## src/rtl/core/brjq_pkg.sv

```systemverilog
// ----------------------------------------------------------------------------
// brjq_pkg
// Shared types and constants for the blocked / ready job queue block.
// ----------------------------------------------------------------------------
package brjq_pkg;

  localparam int LIST_DEPTH_DEF = 16;
  localparam int JOB_WIDTH_DEF  = 16;

  // fixed field widths of the stream words
  localparam int CMD_W    = 2;
  localparam int JOB_ID_W = 16;
  localparam int POS_W    = 4;
  localparam int STATUS_W = 3;
  localparam int COUNT_W  = 5;
  localparam int S_DATA_W = 24;
  localparam int M_DATA_W = 32;

  typedef enum logic [CMD_W-1:0] {
    CMD_BLOCK     = 2'd0,
    CMD_IO_FINISH = 2'd1,
    CMD_UNBLOCK   = 2'd2
  } cmd_t;

  typedef enum logic [STATUS_W-1:0] {
    ST_OK           = 3'd0,
    ST_BLOCKED_FULL = 3'd1,
    ST_READY_FULL   = 3'd2,
    ST_BAD_POSITION = 3'd3,
    ST_READY_EMPTY  = 3'd4
  } status_t;

  // per-cell control: load a new job, or take the right neighbor's entry
  typedef struct packed {
    logic load;
    logic shift;
  } cell_ctrl_t;

endpackage

```

## src/rtl/core/brjq_cell.sv

```systemverilog
// ----------------------------------------------------------------------------
// brjq_cell
// One list slot: loads a new job or takes the entry of its right neighbor.
// ----------------------------------------------------------------------------
module brjq_cell #(
  parameter int JOB_WIDTH = brjq_pkg::JOB_WIDTH_DEF
) (
  input  logic                  clk,
  input  brjq_pkg::cell_ctrl_t  ctrl,
  input  logic [JOB_WIDTH-1:0]  new_data,
  input  logic [JOB_WIDTH-1:0]  nbr_data,
  output logic [JOB_WIDTH-1:0]  data
);
  import brjq_pkg::*;

  always_ff @(posedge clk) begin
    if (ctrl.load) begin
      data <= new_data;
    end else if (ctrl.shift) begin
      data <= nbr_data;
    end
  end

endmodule

```

## src/rtl/core/blocked_ready_job_queues_unit.sv

```systemverilog
// ----------------------------------------------------------------------------
// blocked_ready_job_queues_unit
// Blocked list and ready queue of jobs, each a row of shifting cells.
// ----------------------------------------------------------------------------
// Usage:
//   Slave channel s_*: one command word per handshake. s_tuser carries the
//   command (block, io finished, unblock); s_tdata carries the job id and the
//   blocked-list position.
//   Master channel m_*: exactly one result word per command, with the popped
//   job, status and both list counts after the command.
//   The result word is registered and appears in the cycle after the command is taken.
//   Throughput: one command per cycle while m_tready is high. Every cell
//   of a list compacts in parallel with its neighbor in the same cycle,
//   and the output register is refilled while its word is being taken.
//   When m_tready is low and a result word waits, s_tready drops and the
//   lists hold until the word is taken.
//   Reset clears both counts and the output valid; list contents are left
//   as they are, since no entry beyond a count is ever read.
// ----------------------------------------------------------------------------
module blocked_ready_job_queues_unit #(
  parameter int LIST_DEPTH = brjq_pkg::LIST_DEPTH_DEF,
  parameter int JOB_WIDTH  = brjq_pkg::JOB_WIDTH_DEF
) (
  input  logic                          clk,
  input  logic                          rst,
  input  logic                          s_tvalid,
  output logic                          s_tready,
  input  logic [brjq_pkg::S_DATA_W-1:0] s_tdata,  // job_id[15:0], position[19:16], zero pad
  input  logic [brjq_pkg::CMD_W-1:0]    s_tuser,  // command[1:0]
  output logic                          m_tvalid,
  input  logic                          m_tready,
  output logic [brjq_pkg::M_DATA_W-1:0] m_tdata,  // job_out[15:0], status[18:16],
                                                  // blocked_count[23:19],
                                                  // ready_count[28:24], zero pad
  output logic                          m_tuser   // job_valid
);
  import brjq_pkg::*;

  localparam int CNT_W = $clog2(LIST_DEPTH + 1);
  localparam int IDX_W = $clog2(LIST_DEPTH);
  localparam int CW    = (CNT_W > POS_W) ? CNT_W : POS_W;

  logic                 accept;
  cmd_t                 cmd;
  logic [JOB_WIDTH-1:0] job_in;
  logic [CW-1:0]        pos_ext;
  logic                 push_ok;
  logic                 move_ok;
  logic                 pop_ok;
  status_t              status_next;
  logic [CNT_W-1:0]     blocked_total;
  logic [CNT_W-1:0]     ready_total;
  logic [CNT_W-1:0]     blocked_total_next;
  logic [CNT_W-1:0]     ready_total_next;
  logic [JOB_WIDTH-1:0] picked;
  logic [JOB_WIDTH-1:0] blk_data [LIST_DEPTH];
  logic [JOB_WIDTH-1:0] rdy_data [LIST_DEPTH];

  logic [JOB_ID_W-1:0]  out_job;
  logic                 out_job_valid;
  status_t              out_status;
  logic [COUNT_W-1:0]   out_bcnt;
  logic [COUNT_W-1:0]   out_rcnt;

  assign s_tready = !m_tvalid || m_tready;
  assign accept   = s_tvalid && s_tready;
  assign cmd      = cmd_t'(s_tuser);
  assign job_in   = JOB_WIDTH'(s_tdata[JOB_ID_W-1:0]);
  assign pos_ext  = CW'(s_tdata[JOB_ID_W +: POS_W]);
  assign picked   = blk_data[pos_ext[IDX_W-1:0]];

  always_comb begin
    push_ok            = 1'b0;
    move_ok            = 1'b0;
    pop_ok             = 1'b0;
    status_next        = ST_OK;
    blocked_total_next = blocked_total;
    ready_total_next   = ready_total;
    case (cmd)
      CMD_BLOCK: begin
        if (blocked_total == CNT_W'(LIST_DEPTH)) begin
          status_next = ST_BLOCKED_FULL;
        end else begin
          push_ok            = 1'b1;
          blocked_total_next = blocked_total + 1'b1;
        end
      end
      CMD_IO_FINISH: begin
        // position check first; it also covers a position past the depth
        if (pos_ext >= CW'(blocked_total)) begin
          status_next = ST_BAD_POSITION;
        end else if (ready_total == CNT_W'(LIST_DEPTH)) begin
          status_next = ST_READY_FULL;
        end else begin
          move_ok            = 1'b1;
          blocked_total_next = blocked_total - 1'b1;
          ready_total_next   = ready_total + 1'b1;
        end
      end
      CMD_UNBLOCK: begin
        if (ready_total == '0) begin
          status_next = ST_READY_EMPTY;
        end else begin
          pop_ok           = 1'b1;
          ready_total_next = ready_total - 1'b1;
        end
      end
      default: begin
        status_next = ST_OK;
      end
    endcase
  end

  // cell rows: blocked list closes gaps from position up, ready queue pops at head
  for (genvar i = 0; i < LIST_DEPTH; i++) begin : g_cell
    cell_ctrl_t           blk_ctrl;
    cell_ctrl_t           rdy_ctrl;
    logic [JOB_WIDTH-1:0] blk_nbr;
    logic [JOB_WIDTH-1:0] rdy_nbr;

    assign blk_ctrl.load  = accept && push_ok && (blocked_total == CNT_W'(i));
    assign blk_ctrl.shift = accept && move_ok && (CW'(i) >= pos_ext);
    assign rdy_ctrl.load  = accept && move_ok && (ready_total == CNT_W'(i));
    assign rdy_ctrl.shift = accept && pop_ok;

    if (i < LIST_DEPTH - 1) begin : g_mid
      assign blk_nbr = blk_data[i+1];
      assign rdy_nbr = rdy_data[i+1];
    end else begin : g_end
      assign blk_nbr = blk_data[i];
      assign rdy_nbr = rdy_data[i];
    end

    brjq_cell #(.JOB_WIDTH(JOB_WIDTH)) u_blk (
      .clk      (clk),
      .ctrl     (blk_ctrl),
      .new_data (job_in),
      .nbr_data (blk_nbr),
      .data     (blk_data[i])
    );

    brjq_cell #(.JOB_WIDTH(JOB_WIDTH)) u_rdy (
      .clk      (clk),
      .ctrl     (rdy_ctrl),
      .new_data (picked),
      .nbr_data (rdy_nbr),
      .data     (rdy_data[i])
    );
  end

  always_ff @(posedge clk) begin
    if (rst) begin
      blocked_total <= '0;
      ready_total   <= '0;
      m_tvalid      <= 1'b0;
    end else begin
      if (accept) begin
        blocked_total <= blocked_total_next;
        ready_total   <= ready_total_next;
        m_tvalid      <= 1'b1;
      end else if (m_tready) begin
        m_tvalid <= 1'b0;
      end
    end
  end

  // result word, loaded whenever a command is taken
  always_ff @(posedge clk) begin
    if (accept) begin
      out_job       <= pop_ok ? JOB_ID_W'(rdy_data[0]) : '0;
      out_job_valid <= pop_ok;
      out_status    <= status_next;
      out_bcnt      <= COUNT_W'(blocked_total_next);
      out_rcnt      <= COUNT_W'(ready_total_next);
    end
  end

  assign m_tdata = {{(M_DATA_W - JOB_ID_W - STATUS_W - 2 * COUNT_W){1'b0}},
                    out_rcnt, out_bcnt, out_status, out_job};
  assign m_tuser = out_job_valid;

endmodule

```

## config.mk

```make
export PLATFORM = sky130hd
export DESIGN_NAME = blocked_ready_job_queues_unit
export DESIGN_NICKNAME = d
export VERILOG_FILES = /design/src/rtl/core/brjq_pkg.sv /design/src/rtl/core/brjq_cell.sv /design/src/rtl/core/blocked_ready_job_queues_unit.sv
export SDC_FILE = /design/constraint.sdc
export NUM_CORES = 1
export LEC_CHECK = 0
export ABC_AREA = 0
export ABC_CLOCK_PERIOD_IN_PS = 4100
export BUFFER_PORTS_ARGS = -buffer_cell sky130_fd_sc_hd__buf_2
export CAP_MARGIN = 20
export CORE_MARGIN = 3
export CORE_UTILIZATION = 26
export CTS_CLUSTER_DIAMETER = 40
export DETAILED_ROUTE_END_ITERATION = 8
export GPL_TIMING_DRIVEN = 0
export PLACE_DENSITY_LB_ADDON = 0.3
export SLEW_MARGIN = 5
export SYNTH_ARGS = -nofsm -noshare
export SYNTH_HDL_FRONTEND = slang
export SYNTH_SLANG_ARGS = --single-unit
export TNS_END_PERCENT = 50
```

## constraint.sdc

```tcl
create_clock -name clk -period 4.1 [get_ports clk]
set_clock_uncertainty 0.05 [all_clocks]
set_input_delay 0 -clock clk [delete_from_list [all_inputs] [get_ports clk]]
set_output_delay 0 -clock clk [all_outputs]
set_load 0.02 [all_outputs]
```

# --- Word-level counts from Yosys, hierarchy flattened ---
# Cells that the tools add are included.
op_classes:
  addsub: 4
  multipliers: 0
  n_div: 0
  order_cmp: 17
  n_eq_ne: 34
  n_shift: 0
  mux: 85
  n_bitwise: 1
  n_reduce_logical: 87
op_table:
  columns: ["op", "count"]
  rows:
  - ["$mux 16", 62]
  - ["$eq 5x4->1 const B", 16]
  - ["$bmux 16 s4", 1]
  - ["$reduce_bool 2->1", 31]
  - ["$logic_and 1x1->1", 51]
  - ["$eq 5x3->1 const B", 8]
  - ["$mux 5", 6]
  - ["$ge 4x4->1 const A", 7]
  - ["$eq 5x2->1 const B", 4]
  - ["$pmux 5 s2", 2]
  - ["$ge 3x4->1 const A", 4]
  - ["$add 5x1->5 const B", 2]
  - ["$eq 5x1->1 const B", 2]
  - ["$eq 5x5->1 const B", 2]
  - ["$logic_not 5->1", 2]
  - ["$mux 1", 10]
  - ["$sub 5x1->5 const B", 2]
  - ["$pmux 3 s3", 1]
  - ["$ge 1x4->1 const A", 2]
  - ["$ge 2x4->1 const A", 2]
  - ["$ge 4x5->1", 1]
  - ["$ge 5x5->1 const B", 1]
  - ["$not 4->5", 1]
  - ["$mux 2", 2]
  - ["other kinds (6)", 6]
word_totals:
  reg_bits: 553
  latchBits: 0
  mem_bits_rw: 0
  romBits: 0
  wordCells: 268
  mem_count: 0

# --- Logic depth before layout (Yosys ltp) ---
# Gate-level depths: netlist (run 1).
logic_depth:
  ltp_word: 8
  ltp_mapped: 11

# --- By module ---
# From an unflattened synthesis (run 1), not the netlist that was laid out.
hier_totals:
  cells_unflattened: 1538
  area_unflattened_um2: 28103.2
modules_own_cells:
  columns: ["module", "n_inst", "cells_each", "area_per_inst_um2"]
  rows:
  - ["brjq_cell", 32, 35, 732.0]
  - ["blocked_ready_job_queues_unit", 1, 418, 4680.7]

# --- Worst setup path before layout (run 1) ---
# OpenSTA, ideal clock, no wires.
synth_path:
  path_type: "input to register"
  from: "input port s_tdata[16] in the netlist's numbering"
  to: "register g_cell[0].u_blk.data[0] (enable)"
  setup_time_ns: 0.435
  t_arrival_ns: 3.736
  required_ns: 3.615
  slack_ns: -0.122
  path_stages: 9
  path_buffers: 2
  cell_sequence: "clkbuf_1 -> clkbuf_1 -> inv_1 -> ha_1 -> nand2b_1 -> a31o_2 -> a211oi_2 -> nand2b_1 -> o41ai_1"
synth_between:
  elab_chain_len: 6
  elab_cells_between_ends: 7
  cone_classes: "2 x order compare; 2 x mux; 3 x reduce/logical"
synth_lines:
  columns: ["element", "line_no", "rtl"]
  rows:
  - ["start, declared", "blocked_ready_job_queues_unit.sv:28", "input logic [brjq_pkg::S_DATA_W-1:0] s_tdata,"]
  - ["$ge 4x5->1", "blocked_ready_job_queues_unit.sv:90", "if (pos_ext >= CW'(blocked_total)) begin"]
  - ["$mux 1", "blocked_ready_job_queues_unit.sv:90", null]
  - ["$mux 1", "blocked_ready_job_queues_unit.sv:79", "case (cmd)"]
  - ["$logic_and 1x1->1", "blocked_ready_job_queues_unit.sv:122", "assign blk_ctrl.shift = accept && move_ok && (CW'(i) >= pos_ext);"]
  - ["$logic_and 1x1->1 *", "blocked_ready_job_queues_unit.sv:122", null]
  - ["$reduce_bool 2->1 (no line) *", null, null]
  - ["end signal, assigned", "brjq_cell.sv:18", "data <= new_data;"]
  - ["end signal, assigned", "brjq_cell.sv:20", "data <= nbr_data;"]
  - ["end, declared", "brjq_cell.sv:12", "output logic [JOB_WIDTH-1:0] data"]
# Mark *: on every way between the ends. The rest lies on a longest branch, timed or not.
# A chain may end at the register's enable or synchronous reset.

# --- Final worst setup path (run 1) ---
layout_path:
  from: "register blocked_total[0]"
  to: "register g_cell[11].u_rdy.data[12] (enable)"
layout_between:
  elab_chain_len: 6
layout_lines:
  columns: ["element", "line_no", "rtl"]
  rows:
  - ["start, declared", "blocked_ready_job_queues_unit.sv:51", "logic [CNT_W-1:0] blocked_total;"]
  - ["start signal, assigned", "blocked_ready_job_queues_unit.sv:158", "blocked_total <= blocked_total_next;"]
  - ["$ge 4x5->1", "blocked_ready_job_queues_unit.sv:90", null]
  - ["$mux 1", "blocked_ready_job_queues_unit.sv:90", null]
  - ["$mux 1", "blocked_ready_job_queues_unit.sv:79", null]
  - ["$logic_and 1x1->1 (2 in a row)", "blocked_ready_job_queues_unit.sv:123", "assign rdy_ctrl.load = accept && move_ok && (ready_total == CNT_W'(i));"]
  - ["$reduce_bool 2->1 (no line)", null, null]
  - ["end signal, assigned", "brjq_cell.sv:18", null]
  - ["end signal, assigned", "brjq_cell.sv:20", null]
  - ["end, declared", "brjq_cell.sv:12", null]
# Every way passes these cells.

==> impl_metrics.toml, run 1 <==
[finish]
final_cell_area_sq_um = 31400
final_cell_mix = "edfxtp_1, mux2_2, buf_2, clkbuf_16, mux4_2"
nets = 1769
layout-drive-gt1-share_pct = 48.6
final_common_cell = "edfxtp_1"
nFillCells = 9663
area_growth_pct = 21.0
antennaDiodeCount = 0
fin_cells = 3079

[power_and_ir_drop]
p_clk_share_pct = 51.7
power_per_cell_area_nw_per_um2 = 461
ir_drop_v = 0.000385
internal_power_mw = 11.1
power.static_leakage_nw = 10.5
p_comb_share_pct = 5.0
swShare_pct = 23.1
seq_power_share_pct = 43.2
p_switching_mw = 3.34

[floorplanning]
fp.coreArea_sq_um = 98700
die_h_microns = 322
die_area_sq_um = 104000
num_rows = 115
ioPinCount = 65
initial_utilization_pct = 26.3
die_width_microns = 322

[timing]
final_hold_viol_count = 0
report.final.slew_viol_count = 0
clock.fmax_ghz = 0.267
period_needed_ns = 3.74
finalSetupViolCount = 0
holdWs_ns = 0.0972
slew_headroom_pct = 34.4
worst_pin_slew_ns = 0.974
rsz0062_at_grt = "false"
fin_crit_sh_pct = 91.2

[cts]
root_buffer = "clkbuf_16"
cts_htree_levels = 3
cts_inserted_buffers = 90
cts.path.max_buffers = 3
path_clk_slew_ns = 0.05
clock_sinks = 553
clk-insertion-delay-late_ns = 0.65
cts_tree = "built"

[setup_path]
setup.worst_path.class = "flip-flop to flip-flop"
cp-startpoint = "blocked_total[0]$_SDFFE_PP0P_"
critPathMaxFanout = 16
crit_required_ns = 4.30
critPathLaunchType = "flip-flop"
critPathArrivalTime_ns = 3.94
setup.worst_path.end_class = "flip-flop"
r2r_start = "blocked_total[0]$_SDFFE_PP0P_"

[run_status]
outcome = "completed"

[synthesis]
synth_mux_area_share_pct = 26.4
syn_area_per_cell_sq_um = 16.9
synth-xor-area-share_pct = 0.0674
yosys.cell_types.count = 62
seq_area_frac_synth_pct = 63.5
ys.flop_type = "edfxtp_1"
syn_inst = 1533
synth_seq_cells = 553
netlist_area_sq_um = 26000
synth_compound_area_share_pct = 3.36
synthArstFlopShare_pct = 0
synth-simple-area-share_pct = 3.32
synth_top_family_by_area = "multiplexers"
synth_warnings = 0
synthAdderAreaFrac_pct = 0.964
synth_edf_count = 542

[worst_hold_path]
hold_start = "m_tready"
hold_class = "primary input to flip-flop"

[routing]
wl_per_cell_microns = 20.0
ant_nets = 0
finalWirelength_microns = 61600
num_vias = 14229
drtIter0Drc = 904
drc = 0
dr.pass1.iters = 5
viasPerCell = 4.62

[placed_design]
placed_cell_area_sq_um = 28100
place_inst = 2889
routabilityCongestion = 0.838
port_buffers = 56
hpwl_microns = 45200

[global_route]
grt_pass1_wl_microns = 94800
grt_pass1_vias = 15514
track_usage_pct = 12.0
grt_antenna_before_repair = 0
grt_max_degree = 21
grt_overflow = 0

[flow_run]
maxCapViolCount = 0
## metal layers
layer	wire (microns)	GRT usage [%]	share of wire, %	vias up
met5	0	0	0	-
met4	1440	3.70	2.3	0
met3	2030	2.12	3.3	102
met2	31700	21.3	52	271
met1	26400	14.8	43	7333
li1	-	-	-	6523
## flip-flops by register name, indices dropped and copies added, names as in the netlist
name	count
m_tuser	1
g_cell.u_blk.data	256
m_tvalid	1
out_job	16
blocked_total	5
out_bcnt	5
out_rcnt	5
out_status	3
g_cell.u_rdy.data	256
ready_total	5
## through the flow
stage / setup WS (ns) / total power [mW] / setup TNS [ns] / utilization (%)
after global placement: -2.27 / 7.06 / -496.66 / 28.2
after CTS: -0.0103 / 14.7 / -0.0832 / 31.8
after global routing: 0.140 / 15.0 / 0 / 31.8
final: 0.361 / 14.5 / 0 / 31.8
after floorplan: 0.315 / 6.78 / 0 / -
after detailed placement: -1.04 / 7.08 / -281.82 / 28.5
## layout make-up
type | instances | area [sq um] | area share [%]
clock inverters | 67 | 729 | 2.32
repair buffers | 92 | 698 | 2.22
well taps | 1287 | 1610 | 5.13
multi-input cells | 851 | 9000 | 28.6
flip-flops and latches | 553 | 16500 | 52.5
inverters | 21 | 78.8 | 0.251
plain buffers | 110 | 527 | 1.68
clock buffers | 98 | 2280 | 7.26
## synth_stat cells (all sizes together) (5+ instances only)
cell type  count  area (sq um)
a22oi         32           240
dfxtp         11           220
nand2         63           269
and3          10          62.6
ha            20           250
edfxtp       542         16300
o211ai         5          37.5
and2          20           125
nor2          15          56.3
o21ai         19          95.1
nor4           5          31.3
nand3         14          95.1
a21oi         13          65.1
mux4          64          1440
nor3           7          40.0
nor2b          5          31.3
mux2         480          5410
inv           21          78.8
buf           65           355
nand2b        12          75.1
a31oi          6          37.5
clkbuf        45           169
## worst paths after layout
check	end	slack (ns)	depth (start not counted)
setup / recovery	g_cell[11].u_rdy.data[12]$_DFFE_PP_	0.36	7
hold / removal	blocked_total[3]$_SDFFE_PP0P_	0.1	5
setup reg to reg	g_cell[11].u_rdy.data[12]$_DFFE_PP_	0.36	7
hold reg to reg	out_job[14]$_SDFFCE_PN0P_	0.47	1
## cells by family (layout without fill, tap and decap cells)
| kind of cell | count (synthesis) | after routing |
|---|---|---|
| flip-flops | 553 | 553 |
| multiplexers | 546 | 546 |
| buffers and inverters | 131 | 388 |
| AO/OA/AOI/OAI | 120 | 120 |
| adder cells (fa/ha/maj) | 20 | 20 |
| other | 1 | 3 |
| AND/OR/NAND/NOR | 160 | 160 |
| XOR/XNOR | 2 | 2 |
## worst max-delay path, stage by stage (launching register included)
cell and delay, ns:
dfxtp_1 0.55, ha_1 0.30, nand2b_1 0.19, a31o_2 0.33
a211oi_4 0.58, nand4_2 0.36, clkbuf_1 0.38, nand2_1 0.61
## power by group through the flow
stage                     Sequential [mW]  Clock, mW  Combinational (mW)
after detailed placement             6.37          0               0.713
after global placement               6.37          0               0.690
final                                6.26       7.49               0.726
after CTS                            6.26       7.69               0.738
after floorplan                      6.39          0               0.396
after global routing                 6.26       7.93               0.791
## timing repair
item                                   in CTS  in global routing
pin swaps                                   1                  0
hold buffers                               21                  0
setup buffers                               1                  0
setup endpoints to repair                 145                164
resized for setup                           8                  9
endpoints found under the hold margin     103                  0
Power figures use the tool's default switching activity.
==> inputs of run 2 (changes only) <==
- CORE_UTILIZATION: 26 -> 30
==> run 2 against run 1 <==
Global-route usage up 0.41 points. First-iteration DRC count up 6.6%. Power down 2.9%. Critical path depth up 1. Sequential power about the same. Combinational power down 3.9%. Non-clock buffer count down 2. Cell count down 4.9%. Worst setup slack worse by 0.042 ns. Sequential share of layout area up 0.68 points. Via count down 2.3%. Maximum frequency down 1.1%. Critical path type unchanged. Largest cell class unchanged.
==> impl_metrics.toml, run 2 (same netlist as run 1, synthesis figures left out) <==
[setup_path]
critPathArrivalTime_ns = 3.97
cpPeakStageDelay_ns = 0.63
setup.worst_path.class = "flip-flop to flip-flop"
path_cells = "inv_1, ha_1, a21o_1, a31oi_1, o211ai_1, nor2_2, buf_2, nand2b_1"
critPathMaxFanout = 16
slowest_stage = "nand2b_1"
critPathLaunchType = "flip-flop"
crit_required_ns = 4.29
setup.worst_path.end_class = "flip-flop"

[timing]
fin_crit_sh_pct = 92.2
period_needed_ns = 3.78
clock.fmax_ghz = 0.264
rsz0062_at_grt = "true"
final_hold_viol_count = 0
report.final.slew_viol_count = 0
finalSetupTns_ns = 0
slew_headroom_pct = 29.0
finalSetupViolCount = 0
worst_pin_slew_ns = 1.06
fin_ws_ns = 0.318

[floorplanning]
fp.coreArea_sq_um = 85500
die_area_sq_um = 90100
ioPinCount = 65
die_h_microns = 300
num_rows = 107
initial_utilization_pct = 30.4
die_width_microns = 300

[cts]
clock_sinks = 553
clk-insertion-delay-late_ns = 0.64
cts_htree_levels = 3
root_buffer = "clkbuf_16"
cts_inserted_buffers = 86
cts.path.max_buffers = 3
post_cts_buffers = 0
cts_tree = "built"
path_clk_slew_ns = 0.05

[placed_design]
routabilityCongestion = 0.798
port_buffers = 56
place_inst = 2747
post-place-ws_ns = -0.923
placed_cell_area_sq_um = 27900
hpwl_microns = 41500

[power_and_ir_drop]
seq_power_share_pct = 44.5
swShare_pct = 23.2
p_clk_share_pct = 50.6
total_power_mw = 14.1
ir_drop_v = 0.000357
power_per_cell_area_nw_per_um2 = 453
p_switching_mw = 3.26
p_comb_share_pct = 5.0
internal_power_mw = 10.8
power.static_leakage_nw = 10.4

[finish]
top_regs = "g_cell.u_blk.data (256), g_cell.u_rdy.data (256), out_job (16)"
nets = 1763
antennaDiodeCount = 0
area_growth_pct = 19.4
final_cell_area_sq_um = 31000
layout-drive-gt1-share_pct = 48.1
nFillCells = 8079
seqCellArea_sq_um = 16500
final_common_cell = "edfxtp_1"
multi_input_area_sq_um = 8980
final_cell_mix = "edfxtp_1, mux2_2, buf_2, clkbuf_16, mux4_2"
fin_cells = 2928

[routing]
num_vias = 13899
finalWirelength_microns = 55400
ant_nets = 0
drtIter0Drc = 964
wl_per_cell_microns = 18.9
dr.pass1.iters = 7
viasPerCell = 4.75
drc = 0

[global_route]
grt_pass1_wl_microns = 87000
grt_overflow = 0
grt_antenna_before_repair = 1
grt_max_degree = 24
track_usage_pct = 12.4
grt_pass1_vias = 14635

[flow_run]
maxCapViolCount = 0

[run_status]
outcome = "completed"

[worst_hold_path]
hold_class = "primary input to flip-flop"
## run 2: metal layers
| metal | vias to the layer above | part of all wire [%] | global-route usage, % |
|---|---|---|---|
| li1 | 6517 | - | - |
| met1 | 6984 | 43 | 15.9 |
| met2 | 301 | 50 | 21.3 |
| met3 | 97 | 4.4 | 2.23 |
| met4 | 0 | 2.2 | 3.72 |
| met5 | - | 0 | 0 |
## run 2: worst max-delay path, delay by kind of cell (launching register included)
family / cells / cell delay (ns)
adders and majority gates: 1 / 0.23
AOI/OAI and AO/OA: 3 / 1.02
and+or+nand+nor: 2 / 1.13
DFF: 1 / 0.45
buffers and inverters: 2 / 0.51
## run 2: layout make-up
class	count	area share (%)
repair buffers	90	2.12
clock buffers	90	7.06
multi-input cells	851	28.9
clock inverters	69	2.13
plain buffers	110	1.70
well taps	1144	4.61
flip-flops and latches	553	53.2
inverters	21	0.254
## run 2: repair_timing
action / CTS / global route
setup endpoints to repair: 97 / 91
gates cloned: 0 / 0
hold endpoints to repair: 103 / 0
pin swaps: 0 / 0
hold buffers: 21 / 0
gates resized for setup: 4 / 5
## run 2: path summary, 6_finish.rpt
path	start	to	slack, ns	depth (start not counted)
max reg2reg	blocked_total[1]$_SDFFE_PP0P_	g_cell[10].u_rdy.data[4]$_DFFE_PP_	0.32	8
min reg2reg	g_cell[0].u_rdy.data[14]$_DFFE_PP_	out_job[14]$_SDFFCE_PN0P_	0.46	1
min	s_tuser[0]	ready_total[2]$_SDFFE_PP0P_	0.09	5
max	blocked_total[1]$_SDFFE_PP0P_	g_cell[10].u_rdy.data[4]$_DFFE_PP_	0.32	8
## run 2: power by group through the flow
stage / combinational, mW / clock (mW) / sequential, mW
2_1_floorplan: 0.396 / 0 / 6.39
3_3_place_gp: 0.655 / 0 / 6.37
3_5_place_dp: 0.679 / 0 / 6.37
4_1_cts: 0.702 / 7.31 / 6.25
5_1_grt: 0.762 / 7.58 / 6.26
6_report: 0.698 / 7.11 / 6.25
## run 2: through the flow
stage | util [%] | hold WS, ns
after CTS | 36.2 | 0.0441
after global routing | 36.3 | 0.105
after detailed placement | 32.6 | 0.220
after floorplan | - | 0.0489
final | 36.3 | 0.0918
after global placement | 32.4 | 0.217
==> inputs of run 3 (changes only) <==
--- a/constraint.sdc
+++ b/constraint.sdc
@@ -4,2 +4,2 @@
 set_output_delay 0 -clock clk [all_outputs]
-set_load 0.02 [all_outputs]
+set_load 0.1 [all_outputs]
==> run 3 against run 2 <==
Worst setup slack lost 0.093 ns. Die area stayed put. Design area about the same. Sequential share of layout area hardly changed. Via count is 0.42% lower. Largest power group unchanged.
==> impl_metrics.toml, run 3 (same netlist as run 1, synthesis figures left out) <==
[placed_design]
port_buffers = 56
placed_cell_area_sq_um = 27900
hpwl_microns = 41400
post-place-ws_ns = -0.891
routabilityCongestion = 0.802
place_inst = 2747

[timing]
fin_ws_ns = 0.225
final_hold_viol_count = 0
worst_pin_slew_ns = 1.06
finalSetupViolCount = 0
finalSetupTns_ns = 0
rsz0062_at_grt = "false"
report.final.slew_viol_count = 0
fin_crit_sh_pct = 94.5
slew_headroom_pct = 28.5
period_needed_ns = 3.87
clock.fmax_ghz = 0.258

[cts]
clk-insertion-delay-late_ns = 0.62
root_buffer = "clkbuf_16"
cts_inserted_buffers = 85
cts_tree = "built"
clock_sinks = 553
path_clk_slew_ns = 0.06
cts_htree_levels = 3
cts.path.max_buffers = 3
post_cts_buffers = 0

[finish]
antennaDiodeCount = 0
layout-drive-gt1-share_pct = 47.8
fin_cells = 2923
area_growth_pct = 19.4
nets = 1761
fin_util_pct = 36.2
final_cell_area_sq_um = 31000
top_regs = "g_cell.u_blk.data (256), g_cell.u_rdy.data (256), out_job (16)"
final_cell_mix = "edfxtp_1, mux2_2, buf_2, clkbuf_16, mux4_2"
final_common_cell = "edfxtp_1"

[setup_path]
cp-endpoint = "g_cell[14].u_rdy.data[12]$_DFFE_PP_"
critPathMaxFanout = 10
worstReg2RegEnd = "g_cell[14].u_rdy.data[12]$_DFFE_PP_"
cp-startpoint = "blocked_total[0]$_SDFFE_PP0P_"
critPathArrivalTime_ns = 4.19
path_cells = "ha_1, nand2b_1, a31oi_1, o211ai_1, buf_4, nor2_1, buf_2, mux2_2"
slowest_stage = "nor2_1"
r2r_start = "blocked_total[0]$_SDFFE_PP0P_"
crit_required_ns = 4.41
r2r_cells = 8
cpPeakStageDelay_ns = 0.57
setup.worst_path.class = "flip-flop to flip-flop"
r2r_slack_ns = 0.23
critPathLaunchType = "flip-flop"
setup.worst_path.end_class = "flip-flop"

[global_route]
use_met3_pct = 2.33
grtUsageMet1_pct = 15.8
grt_max_degree = 23
grt_pass1_wl_microns = 86700
grt_overflow = 0
grt_pass1_vias = 14756
track_usage_pct = 12.4
busiest_layer = "met2"
grtUsageMet2_pct = 21.3
grt_antenna_before_repair = 0

[power_and_ir_drop]
power.static_leakage_nw = 10.4
ir_drop_v = 0.000330
power_per_cell_area_nw_per_um2 = 461

[floorplanning]
die_width_microns = 300
fp.coreArea_sq_um = 85500
num_rows = 107
ioPinCount = 65
die_h_microns = 300
die_area_sq_um = 90100
initial_utilization_pct = 30.4

[routing]
ant_nets = 0
drtIter0Drc = 1053
drc = 0
dr.pass1.iters = 5
num_vias = 13840
finalWirelength_microns = 55200
viasPerCell = 4.73
wl_per_cell_microns = 18.9

[run_status]
outcome = "completed"

[worst_hold_path]
hold_class = "primary input to flip-flop"

[flow_run]
maxCapViolCount = 0
## run 3: cell types whose count changed in the layout (fill, tap and decap cells not counted), sizes merged
cell / previous run / this run
buf: 134 / 133
clkinv: 36 / 29
inv: 39 / 35
bufinv: 6 / 9
clkbuf: 135 / 139
## run 3: how the worst min path moves through the flow
stage	from	endpoint	slack, ns	cells past startpoint
6_report	m_tready	blocked_total[3]$_SDFFE_PP0P_	0.09	5
5_1_grt	s_tuser[0]	ready_total[2]$_SDFFE_PP0P_	0.13	5
4_1_cts	m_tready	blocked_total[3]$_SDFFE_PP0P_	0.05	5
3_5_place_dp	s_tvalid	m_tvalid$_SDFFE_PP0P_	0.22	3
3_3_place_gp	s_tvalid	m_tvalid$_SDFFE_PP0P_	0.22	3
2_1_floorplan	s_tdata[0]	g_cell[15].u_blk.data[0]$_DFFE_PP_	0.05	0
## run 3: timing repair
action	CTS	global route
hold buffers	21	0
pin swaps	0	0
endpoints found under the setup margin	169	231
gates resized for setup	5	3
endpoints found under the hold margin	103	0
## run 3: power breakdown
group	leakage, nW	internal [mW]	switching, mW
clock	1.38	4.47	2.75
combinational	4.03	0.237	0.581
sequential	5.01	6.23	0.0250
total	10.4	10.9	3.35
## run 3: final cells by class
cell class              instances  area (sq um)
plain buffers                 110           527
clock buffers                  94          2180
clock inverters                61           677
fillers                      8065         54500
inverters                      21          78.8
multi-input cells             851          8970
flip-flops and latches        553         16500
well taps                    1144          1430
repair buffers                 89           641
## run 3: through the flow
| stage | total power [mW] | hold WS, ns |
|---|---|---|
| 2_1_floorplan | 6.90 | 0.0489 |
| 3_3_place_gp | 7.15 | 0.216 |
| 3_5_place_dp | 7.17 | 0.222 |
| 4_1_cts | 14.5 | 0.0496 |
| 5_1_grt | 14.8 | 0.129 |
| 6_report | 14.3 | 0.0935 |
## run 3: worst max-delay path, delay by kind of cell (launching register included)
kind | cells | cell delay, ns
adders and majority gates | 1 | 0.30
and+or+nand+nor | 2 | 0.75
buffers and inverters | 2 | 0.73
muxes | 1 | 0.37
AOI/OAI and AO/OA | 2 | 0.86
DFF | 1 | 0.55
## run 3: routing by layer
layer	vias to the layer above	part of all wire, %
met5	-	0
met4	0	2.3
met3	94	4.1
met2	293	50
met1	6957	44
li1	6496	-
